[src/sv/two_key_sorted_priority_queue_unit_assert.svh]
// ----------------------------------------------------------------------------
// Assertion macros for the two-key sorted priority queue unit
// Concurrent checks clocked on clk, disabled while rst_n is low.
// ----------------------------------------------------------------------------
`ifndef TWO_KEY_SORTED_PRIORITY_QUEUE_UNIT_ASSERT_SVH
`define TWO_KEY_SORTED_PRIORITY_QUEUE_UNIT_ASSERT_SVH

`ifndef SYNTHESIS
// A property that must hold at every clock edge outside reset.
`define TKPQ_ASSERT(lbl, prop, msg) \
  lbl: assert property (@(posedge clk) disable iff (!rst_n) (prop)) else $error(msg);
// A condition that, once seen, must be followed by another on the next edge.
`define TKPQ_ASSERT_NEXT(lbl, ante, cons, msg) \
  lbl: assert property (@(posedge clk) disable iff (!rst_n) (ante) |=> (cons)) \
    else $error(msg);
`else
`define TKPQ_ASSERT(lbl, prop, msg)
`define TKPQ_ASSERT_NEXT(lbl, ante, cons, msg)
`endif

`endif

[src/sv/tkpq_pkg.sv]
// ----------------------------------------------------------------------------
// tkpq_pkg
// Shared codes and types of the two-key sorted priority queue unit.
// ----------------------------------------------------------------------------
package tkpq_pkg;

  // Fixed field widths.
  localparam int TAG_W    = 8;
  localparam int STATUS_W = 2;

  // Operation carried by a request.
  typedef enum logic {
    OP_INSERT = 1'b0,
    OP_POP    = 1'b1
  } opcode_t;

  // Status returned with every result.
  typedef enum logic [STATUS_W-1:0] {
    ST_INSERTED = 2'd0,
    ST_FULL     = 2'd1,
    ST_POPPED   = 2'd2,
    ST_EMPTY    = 2'd3
  } status_t;

  // Per-cycle command broadcast to every cell of the chain.
  typedef struct packed {
    logic ins;
    logic pop;
  } cell_ctrl_t;

endpackage

[src/sv/tkpq_cell.sv]
// ----------------------------------------------------------------------------
// tkpq_cell
// One slot of the sorted chain: holds an entry, compares it against the
// incoming key and takes data from its left or right neighbor or the new entry.
// ----------------------------------------------------------------------------
module tkpq_cell #(
  parameter int PRIORITY_BITS = 4,
  parameter int TIME_BITS     = 32
) (
  input  logic                       clk,
  input  logic                       rst_n,
  input  tkpq_pkg::cell_ctrl_t       ctrl,
  input  logic [tkpq_pkg::TAG_W-1:0] new_tag,
  input  logic [PRIORITY_BITS-1:0]   new_pri,
  input  logic [TIME_BITS-1:0]       new_stime,
  input  logic                       left_valid,
  input  logic                       left_behind,
  input  logic [tkpq_pkg::TAG_W-1:0] left_tag,
  input  logic [PRIORITY_BITS-1:0]   left_pri,
  input  logic [TIME_BITS-1:0]       left_stime,
  input  logic                       right_valid,
  input  logic [tkpq_pkg::TAG_W-1:0] right_tag,
  input  logic [PRIORITY_BITS-1:0]   right_pri,
  input  logic [TIME_BITS-1:0]       right_stime,
  output logic                       valid,
  output logic                       behind,
  output logic [tkpq_pkg::TAG_W-1:0] tag,
  output logic [PRIORITY_BITS-1:0]   pri,
  output logic [TIME_BITS-1:0]       stime
);
  import tkpq_pkg::*;

  logic                     valid_r, valid_nxt;
  logic [TAG_W-1:0]         tag_r, tag_nxt;
  logic [PRIORITY_BITS-1:0] pri_r, pri_nxt;
  logic [TIME_BITS-1:0]     stime_r, stime_nxt;
  logic                     outranks;

  // The new key strictly beats this slot: higher priority, or equal
  // priority and an earlier timestamp.
  assign outranks = (new_pri > pri_r) || ((new_pri == pri_r) && (new_stime < stime_r));

  // The new entry lands at or ahead of this slot.
  assign behind = !valid_r || outranks;

  // Insert shifts the tail right; pop shifts everything left.
  always_comb begin
    valid_nxt = valid_r;
    tag_nxt   = tag_r;
    pri_nxt   = pri_r;
    stime_nxt = stime_r;
    if (ctrl.ins) begin
      valid_nxt = left_valid;
      if (behind) begin
        if (left_behind) begin
          tag_nxt   = left_tag;
          pri_nxt   = left_pri;
          stime_nxt = left_stime;
        end else begin
          tag_nxt   = new_tag;
          pri_nxt   = new_pri;
          stime_nxt = new_stime;
        end
      end
    end else if (ctrl.pop) begin
      valid_nxt = right_valid;
      tag_nxt   = right_tag;
      pri_nxt   = right_pri;
      stime_nxt = right_stime;
    end
  end

  // Only the valid bit is reset; the payload is meaningful while valid.
  always_ff @(posedge clk) begin
    if (!rst_n) begin
      valid_r <= 1'b0;
    end else begin
      valid_r <= valid_nxt;
    end
  end

  always_ff @(posedge clk) begin
    tag_r   <= tag_nxt;
    pri_r   <= pri_nxt;
    stime_r <= stime_nxt;
  end

  assign valid = valid_r;
  assign tag   = tag_r;
  assign pri   = pri_r;
  assign stime = stime_r;

endmodule

[src/sv/tkpq_outbuf.sv]
// ----------------------------------------------------------------------------
// tkpq_outbuf
// Two-entry result buffer: an output register backed by a skid register, so
// a new request is taken while one finished result waits downstream.
// ----------------------------------------------------------------------------
module tkpq_outbuf #(
  parameter int WIDTH = 8
) (
  input  logic             clk,
  input  logic             rst_n,
  input  logic             push_valid,
  input  logic [WIDTH-1:0] push_data,
  output logic             push_stall,
  output logic             out_valid,
  output logic [WIDTH-1:0] out_data,
  input  logic             out_stall
);
  import tkpq_pkg::*;

  logic             out_valid_r, out_valid_nxt;
  logic [WIDTH-1:0] out_data_r, out_data_nxt;
  logic             skid_valid_r, skid_valid_nxt;
  logic [WIDTH-1:0] skid_data_r, skid_data_nxt;
  logic             push;
  logic             take;

  assign push_stall = skid_valid_r;
  assign push       = push_valid && !skid_valid_r;
  assign take       = out_valid_r && !out_stall;

  // Refill the output from the skid stage first, else from a new push.
  always_comb begin
    out_valid_nxt  = out_valid_r;
    out_data_nxt   = out_data_r;
    skid_valid_nxt = skid_valid_r;
    skid_data_nxt  = skid_data_r;
    if (skid_valid_r) begin
      if (take) begin
        out_data_nxt   = skid_data_r;
        skid_valid_nxt = 1'b0;
      end
    end else if (push) begin
      if (!out_valid_r || take) begin
        out_valid_nxt = 1'b1;
        out_data_nxt  = push_data;
      end else begin
        skid_valid_nxt = 1'b1;
        skid_data_nxt  = push_data;
      end
    end else if (take) begin
      out_valid_nxt = 1'b0;
    end
  end

  always_ff @(posedge clk) begin
    if (!rst_n) begin
      out_valid_r  <= 1'b0;
      skid_valid_r <= 1'b0;
    end else begin
      out_valid_r  <= out_valid_nxt;
      skid_valid_r <= skid_valid_nxt;
    end
  end

  always_ff @(posedge clk) begin
    out_data_r  <= out_data_nxt;
    skid_data_r <= skid_data_nxt;
  end

  assign out_valid = out_valid_r;
  assign out_data  = out_data_r;

endmodule

[src/sv/two_key_sorted_priority_queue_unit.sv]
// Sorted priority queue of up to CAPACITY entries, ranked by higher priority
// first and then by earlier timestamp, with ties kept in arrival order. Every
// slot is a cell of a chain that compares the new key with its own entry in
// parallel and shifts by one place toward or away from the head in the cycle
// that a request, insert or pop, is taken. Each request gives one result,
// registered in a two-entry output buffer, so requests flow at one per cycle
// and in_stall rises only when that buffer holds two results not yet taken.
// ----------------------------------------------------------------------------
// two_key_sorted_priority_queue_unit
// Top level: request decode, chain of slot cells, occupancy count and the
// result buffer.
// ----------------------------------------------------------------------------
`include "two_key_sorted_priority_queue_unit_assert.svh"

module two_key_sorted_priority_queue_unit #(
  parameter int CAPACITY      = 16,
  parameter int PRIORITY_BITS = 4,
  parameter int TIME_BITS     = 32
) (
  input  logic                                    clk,
  input  logic                                    rst_n,
  input  logic                                    in_valid,
  output logic                                    in_stall,
  input  logic                                    in_opcode,
  input  logic [tkpq_pkg::TAG_W-1:0]              in_entry_tag,
  input  logic [PRIORITY_BITS-1:0]                in_entry_priority,
  input  logic [TIME_BITS-1:0]                    in_entry_time,
  output logic                                    out_valid,
  input  logic                                    out_stall,
  output logic [tkpq_pkg::STATUS_W-1:0]           out_status,
  output logic [tkpq_pkg::TAG_W-1:0]              out_head_tag,
  output logic [PRIORITY_BITS-1:0]                out_head_priority,
  output logic [TIME_BITS-1:0]                    out_head_time,
  output logic [$clog2(CAPACITY+1)-1:0]           out_occupancy
);
  import tkpq_pkg::*;

  localparam int CNT_W = $clog2(CAPACITY + 1);
  localparam int RES_W = STATUS_W + TAG_W + PRIORITY_BITS + TIME_BITS + CNT_W;

  logic                     accept;
  logic                     is_insert;
  logic                     full;
  logic                     empty;
  cell_ctrl_t               ctrl;
  logic [CNT_W-1:0]         count_r, count_nxt;
  status_t                  status;
  logic [TAG_W-1:0]         res_tag;
  logic [PRIORITY_BITS-1:0] res_pri;
  logic [TIME_BITS-1:0]     res_time;
  logic [RES_W-1:0]         res_data;
  logic [RES_W-1:0]         buf_data;

  logic [CAPACITY-1:0]      valid_w;
  logic [CAPACITY-1:0]      behind_w;
  logic [TAG_W-1:0]         tag_w   [CAPACITY];
  logic [PRIORITY_BITS-1:0] pri_w   [CAPACITY];
  logic [TIME_BITS-1:0]     stime_w [CAPACITY];

  // Request decode; a full insert or an empty pop leaves the chain alone.
  assign accept    = in_valid && !in_stall;
  assign is_insert = (opcode_t'(in_opcode) == OP_INSERT);
  assign full      = valid_w[CAPACITY-1];
  assign empty     = !valid_w[0];
  assign ctrl.ins  = accept && is_insert && !full;
  assign ctrl.pop  = accept && !is_insert && !empty;

  // Chain of slot cells, slot 0 at the head.
  for (genvar k = 0; k < CAPACITY; k++) begin : g_cell
    logic                     l_valid, l_behind, r_valid;
    logic [TAG_W-1:0]         l_tag, r_tag;
    logic [PRIORITY_BITS-1:0] l_pri, r_pri;
    logic [TIME_BITS-1:0]     l_stime, r_stime;

    if (k == 0) begin : g_head
      assign l_valid  = 1'b1;
      assign l_behind = 1'b0;
      assign l_tag    = '0;
      assign l_pri    = '0;
      assign l_stime  = '0;
    end else begin : g_left
      assign l_valid  = valid_w[k-1];
      assign l_behind = behind_w[k-1];
      assign l_tag    = tag_w[k-1];
      assign l_pri    = pri_w[k-1];
      assign l_stime  = stime_w[k-1];
    end

    if (k == CAPACITY - 1) begin : g_tail
      assign r_valid = 1'b0;
      assign r_tag   = '0;
      assign r_pri   = '0;
      assign r_stime = '0;
    end else begin : g_right
      assign r_valid = valid_w[k+1];
      assign r_tag   = tag_w[k+1];
      assign r_pri   = pri_w[k+1];
      assign r_stime = stime_w[k+1];
    end

    tkpq_cell #(
      .PRIORITY_BITS (PRIORITY_BITS),
      .TIME_BITS     (TIME_BITS)
    ) u_cell (
      .clk         (clk),
      .rst_n       (rst_n),
      .ctrl        (ctrl),
      .new_tag     (in_entry_tag),
      .new_pri     (in_entry_priority),
      .new_stime   (in_entry_time),
      .left_valid  (l_valid),
      .left_behind (l_behind),
      .left_tag    (l_tag),
      .left_pri    (l_pri),
      .left_stime  (l_stime),
      .right_valid (r_valid),
      .right_tag   (r_tag),
      .right_pri   (r_pri),
      .right_stime (r_stime),
      .valid       (valid_w[k]),
      .behind      (behind_w[k]),
      .tag         (tag_w[k]),
      .pri         (pri_w[k]),
      .stime       (stime_w[k])
    );
  end

  // Occupancy count.
  always_comb begin
    count_nxt = count_r;
    if (ctrl.ins) begin
      count_nxt = count_r + 1'b1;
    end else if (ctrl.pop) begin
      count_nxt = count_r - 1'b1;
    end
  end

  always_ff @(posedge clk) begin
    if (!rst_n) begin
      count_r <= '0;
    end else begin
      count_r <= count_nxt;
    end
  end

  // Result fields; the head entry is reported only on a successful pop.
  always_comb begin
    res_tag  = '0;
    res_pri  = '0;
    res_time = '0;
    if (is_insert) begin
      status = full ? ST_FULL : ST_INSERTED;
    end else if (empty) begin
      status = ST_EMPTY;
    end else begin
      status   = ST_POPPED;
      res_tag  = tag_w[0];
      res_pri  = pri_w[0];
      res_time = stime_w[0];
    end
  end

  assign res_data = {status, res_tag, res_pri, res_time, count_nxt};

  // Result buffer.
  tkpq_outbuf #(
    .WIDTH (RES_W)
  ) u_outbuf (
    .clk        (clk),
    .rst_n      (rst_n),
    .push_valid (in_valid),
    .push_data  (res_data),
    .push_stall (in_stall),
    .out_valid  (out_valid),
    .out_data   (buf_data),
    .out_stall  (out_stall)
  );

  assign {out_status, out_head_tag, out_head_priority, out_head_time, out_occupancy} = buf_data;

  // Checks: the count tracks the valid cells, the two front slots are in
  // rank order, and a successful pop lowers the count by one.
  logic second_beats_head;
  assign second_beats_head = (pri_w[1] > pri_w[0]) ||
                             ((pri_w[1] == pri_w[0]) && (stime_w[1] < stime_w[0]));

  `TKPQ_ASSERT(a_count_matches_cells, $countones(valid_w) == count_r, "count differs from cells")
  `TKPQ_ASSERT(a_head_sorted, valid_w[1] |-> !second_beats_head, "head pair out of order")
  `TKPQ_ASSERT_NEXT(a_pop_count, ctrl.pop, count_r == $past(count_r) - 1'b1, "pop count slip")

endmodule

[config.mk]
export PLATFORM = sky130hd
export DESIGN_NAME = two_key_sorted_priority_queue_unit
export DESIGN_NICKNAME = d
export VERILOG_FILES = /design/src/sv/tkpq_pkg.sv /design/src/sv/tkpq_cell.sv /design/src/sv/tkpq_outbuf.sv /design/src/sv/two_key_sorted_priority_queue_unit.sv
export VERILOG_INCLUDE_DIRS = /design/src /design/src/sv
export SDC_FILE = /design/constraint.sdc
export NUM_CORES = 2
export LEC_CHECK = 0
export ABC_CLOCK_PERIOD_IN_PS = 5800
export BUFFER_PORTS_ARGS = -buffer_cell sky130_fd_sc_hd__buf_4
export CORE_UTILIZATION = 35
export DETAILED_ROUTE_END_ITERATION = 16
export GPL_TIMING_DRIVEN = 0
export PLACE_DENSITY = 0.5
export SYNTH_ARGS = -nofsm -noshare
export SYNTH_HDL_FRONTEND = slang
export SYNTH_SLANG_ARGS = --single-unit
export TNS_END_PERCENT = 30
[constraint.sdc]
create_clock -name clk -period 5.8 [get_ports clk]
set_input_delay 0.58 -clock clk [delete_from_list [all_inputs] [get_ports clk]]
set_output_delay 0.58 -clock clk [all_outputs]
set_load 0.005 [all_outputs]
======== Yosys cells after proc, flatten, opt, wreduce, memory -nomap -nowiden ========
Cells that the tools add are included.
storage, ports and cells
  word-level logic and storage cells ...... 480
  bits of input ports ..................... 49
  output and inout port bits .............. 53
  register bits after elaboration ......... 829
operators by class
  reductions and logical operators ........ 97
  eq/ne operators ......................... 34
  order comparisons ....................... 32
  bitwise gates (word level) .............. 3
  mux-type cells .......................... 243
  $add $sub $neg .......................... 2
operators by type and width
  cell                                                                number
  32-bit two-way mux                                                  65
  8-bit two-way mux                                                   65
  32-bit < comparator                                                 16
  4-bit two-way mux                                                   65
  51-bit two-way mux                                                  4
  4-bit equality test                                                 16
  4-bit > comparator                                                  16
  1-bit two-way mux                                                   41
  2-bit by 1-bit != test with 1-bit output, second input constant     17
  1-bit logical OR                                                    33
  2-bit AND reduction                                                 16
  1-bit logical AND                                                   22
  1-bit logical NOT                                                   19
  5-bit two-way mux                                                   2
  3-bit AND reduction                                                 3
  2-bit nonzero test                                                  4
  5-bit by 1-bit adder with 5-bit output, second input constant       1
  5-bit by 1-bit subtractor with 5-bit output, second input constant  1
  1-bit inverter                                                      3
  2-bit two-way mux                                                   1
  2-bit != test, second input constant                                1

======== Depth between registers and ports, before layout ========
  word-level depth ........................ 9
  depth in mapped cells ................... 12

======== Cells and area by module ========
From an unflattened synthesis, not the netlist that was laid out.
unflattened totals
  cell total of the unflattened synthesis .. 5431
  area, all modules ....................... 55165.4 µm²
by module, submodules not included
  module                              seq. area each (µm²)  instances  cells each  area an instance (µm²)
  tkpq_cell                           1341.3                16         323         3155.5
  tkpq_outbuf                         3103.0                1          172         4020.1
  two_key_sorted_priority_queue_unit  100.1                 1          91          656.9

======== Worst setup path before layout ========
No wires, ideal clock.
  kind .................................... input port to flip-flop
  from .................................... input in_entry_time[4]
  to ...................................... register g_cell[12].u_cell.pri_r[0] (enable)
  buffers on the path ..................... 2
  arrival time ............................ 5.282 ns
  library setup time ...................... 0.506 ns
  slack ................................... 0.011 ns
  cell stages on the path ................. 9
  cell sequence ........................... ha_1 -> a211oi_1 -> o21ai_0 -> a31o_2 -> a211o_1 -> o2bb2ai_2 -> buf_4 -> buf_2 -> o21ai_0
between the ends
  word-level cells in the longest chain between the ends .. 6
RTL lines
  item                                                       line                                      RTL
  start: declaration                                         two_key_sorted_priority_queue_unit.sv:27  input logic [TIME_BITS-1:0] in_entry_time,
  32-bit < comparator                                        tkpq_cell.sv:41                           assign outranks = (new_pri > pri_r) || ((new_pri == pri_r) && (new_stime < stime_r));
  1-bit logical AND                                          tkpq_cell.sv:41
  1-bit logical OR                                           tkpq_cell.sv:41
  1-bit logical OR                                           tkpq_cell.sv:44                           assign behind = !valid_r || outranks;
  2-bit by 1-bit != test with 1-bit output (no source line)  -
  2-bit AND reduction (no source line)                       -
  end signal: assignment                                     tkpq_cell.sv:84                           pri_r <= pri_nxt;
  end: declaration                                           tkpq_cell.sv:35                           logic [PRIORITY_BITS-1:0] pri_r, pri_nxt;
Every way passes these cells.
A chain may end at the register's enable or synchronous reset.

======== Final worst setup path ========
  from .................................... register g_cell[2].u_cell.stime_r[0]
  to ...................................... register g_cell[2].u_cell.stime_r[14] (enable)
between the ends
  word-level cells in the longest chain between the ends .. 6
RTL lines
  item                                                       line             RTL
  start: declaration                                         tkpq_cell.sv:36  logic [TIME_BITS-1:0] stime_r, stime_nxt;
  start signal: assignment                                   tkpq_cell.sv:85  stime_r <= stime_nxt;
  32-bit < comparator                                        tkpq_cell.sv:41
  1-bit logical AND                                          tkpq_cell.sv:41
  1-bit logical OR                                           tkpq_cell.sv:41
  1-bit logical OR                                           tkpq_cell.sv:44
  2-bit by 1-bit != test with 1-bit output (no source line)  -
  2-bit AND reduction (no source line)                       -
Every way passes these cells.

==> metrics.cfg <==
[placement]
gp_congestion=0.909
hpwl_mm=150
portBuffers=101
dpl_cell_area_um2=55200

[drt]
drt_iter0_markers=3891
drt.antenna.violating_nets=0
totalWireLength_mm=188
post_drt_wl_per_cell_um=25.9
vias_per_cell=5.89
firstDrtPassIters=6
route.detailed.drc=0
num_vias=42700

[timing]
setup_viol=0
tightest_slew_ns=1.38
fin_skew_ns=0.0296
fin_crit_sh=0.799
slew_headroom=0.0745
finalMaxSlewViolations=0
hold_viol_final=0
rsz0062_at_grt=no
min_period_ns=4.64
fin_setup_tns_ns=0
clock.fmax_mhz=216

[hold_path]
whs_path_depth=1
hold_start=in_opcode
hp-class=in -> reg
hold_end=u_outbuf.skid_data_r[50]

[die]
io_pins=102
row_count=140
fp.dieArea_um2=149000
die_h_um=386
die_x_um=386
core-area_um2=146000
start_util=0.353

[power]
finalPower_w=0.0171
netSwitchingPower_w=0.00516
comb_power_share=0.182
sequentialPowerShare=0.437
irDropWorstVdd_mv=0.227
power_density_nw_per_um2=293
p_int_w=0.0120
power.share.clock=0.381
power.leakage_nw=22.8
switching_share=0.301

[finish]
syn2layout_area_growth_pct=13.4
design_area_um2=58500
fill_cells=14700
layout-drive-gt1-share=0.0798
layout.nets=5814

[clock_network]
clock-sinks=829
clockBufferDepth=3
clk_latency_ns=0.74
clkTransAtPathRegs_ns=0.06
postCtsSetupBuffers=0
root_buffer=clkbuf_16
cts_buffers=103
cts-hold-fix-buffers=0
cts_tree=built
cts.repair.resized=0
htree_levels=3

[logic_synthesis]
synth.distinct_cells=68
synth_top_area_share=0.469
syn-cell-area_um2=51600
synth_seq_cells=829
yosysSeqAreaShare=0.478
ys_warn_count=0
post-synth-top-count-cell=edfxtp_1
synth_area_leader_cell=edfxtp_1
syn_nets=5590
syn_inst=5014
synthFlopType=edfxtp_1
yosys-top-cells-count=edfxtp_1, inv_1, nand2_1, ha_1, o221ai_1
async_flop_share=0
synth_edf_count=806
postSynthAreaPerCell_um2=10.3
ys_top_cells_by_area=edfxtp_1, ha_1, o221ai_1

[grt]
grt_max_degree=49
grt_pass1_wl_mm=276
grt_remaining_overflow=0
antenna_found_initial=6
grt_pass1_vias=43600
grt_use_total=0.248

[run_status]
status=complete, no violations

[worst_setup_path]
worst_r2r_path_depth=10
crit_top_cell=buf_2
arrival_ns=5.09
critical_path_class=reg -> reg
required_ns=6.25
crit_fanout=36
cp_slowest_stage_delay_ns=1.17
r2r_setup_slack_ns=1.16
r2r_end=g_cell[2].u_cell.stime[14]
startpoint_type=flip-flop
crit_slowest_cell=o41ai_1
r2r_start=g_cell[2].u_cell.stime[0]
critical_path.endpoint_type=flip-flop
worstPathCellList=nor2b_1 -> o21ai_0 -> a31oi_1 -> o41ai_1 -> a22oi_1 -> buf_2 -> buf_2 -> nand2_1 -> nand2_2 -> buf_12

[job]
cap_violations=0

-- logic make-up after synthesis --
group | synth area share
compound gates | 0.169
xor+xnor | 0.000679
fa+ha+maj | 0.128
buf+inv | 0.0726
flops | 0.478
mux | 0.0140
simple gates | 0.138
-- critical path: cells and delay by family (launching register included) --
| kind | cells | cell delay [ns] |
|---|---|---|
| and+or+nand+nor | 3 | 0.58 |
| AOI/OAI and AO/OA | 4 | 2.34 |
| DFF | 1 | 0.47 |
| buffers and inverters | 3 | 0.90 |
-- registers in the layout, summed over array words and instances, names as in the netlist --
signal,count
g_cell.u_cell.stime,512
u_outbuf.skid_data_r,51
u_outbuf.push_stall,1
u_outbuf.out_data,51
u_outbuf.out_valid,1
count_r,5
g_cell.u_cell.tag,128
g_cell.u_cell.pri,64
g_cell.u_cell.valid,16
-- cell type report --
class | count | area [um2] | share of cell area
antenna | 3 | 7.51 | 0.000128
buffer | 384 | 1580 | 0.0270
clock buffer | 132 | 2810 | 0.0480
clock inverter | 61 | 490 | 0.00838
inverter | 579 | 2170 | 0.0371
multi-input combinational | 3222 | 23300 | 0.398
sequential | 829 | 24700 | 0.421
tap | 1917 | 2400 | 0.0410
timing repair buffer | 119 | 1130 | 0.0192
-- metrics by stage --
step	setup slack [ns]	util	hold slack (ns)	std cells
floorplan	0.0114	-	0.498	5014
global placement	-2.89	0.375	0.507	7032
detailed placement	0.659	0.378	0.510	7050
CTS	1.32	0.401	0.0943	7243
global route	1.06	0.401	0.130	7243
finish	1.16	0.401	0.133	7246
-- cell usage in the layout, fill, tap and decap left out, drive strengths merged, types with 4 or more instances in the layout --
cell type	instances
edfxtp	806
a21oi	218
clkinv	45
a221oi	13
nor4	15
ha	527
mux2i	54
o21ai	131
a211oi	30
nand2	545
a31oi	21
clkinvlp	6
nand2b	18
nand3b	7
and2	14
buf	214
o21a	5
o31ai	41
nor2b	15
dfxtp	23
nor3	13
and4	6
nand4	332
nor2	88
and3	12
nand3	395
a22oi	4
bufinv	7
xnor2	4
clkbuf	421
o211a	13
o221ai	478
o211ai	144
mux2	16
inv	582
a21o	21
-- power groups by stage --
stage | registers [W] | logic [W] | clock network, W
after floorplan | 0.00752 | 0.00195 | 0
after global placement | 0.00765 | 0.00294 | 0
after detailed placement | 0.00762 | 0.00308 | 0
after CTS | 0.00750 | 0.00309 | 0.00662
after global routing | 0.00754 | 0.00344 | 0.00684
final | 0.00750 | 0.00312 | 0.00653
-- metal layers --
metal | global-route usage | wire, um | vias up
li1 | - | - | 19800
met1 | 0.345 | 86400 | 21300
met2 | 0.393 | 85300 | 1300
met3 | 0.0266 | 9340 | 298
met4 | 0.0954 | 6960 | 2
met5 | 0 | 17 | -
-- how the worst max path moves through the flow --
stage / depth (start not counted) / slack (ns) / endpoint / start
after detailed placement: 12 / 0.66 / g_cell[3].u_cell.stime[13] / in_entry_priority[0]
after floorplan: 9 / 0.01 / g_cell[12].u_cell.pri[0] / in_entry_time[4]
final: 10 / 1.16 / g_cell[2].u_cell.stime[14] / g_cell[2].u_cell.stime[0]
after global placement: 10 / -2.89 / g_cell[12].u_cell.stime[9] / in_entry_priority[0]
after CTS: 10 / 1.32 / g_cell[2].u_cell.stime[8] / g_cell[2].u_cell.stime[0]
after global routing: 12 / 1.06 / g_cell[2].u_cell.stime[13] / g_cell[2].u_cell.stime[2]
Power figures use the tool's default switching activity.
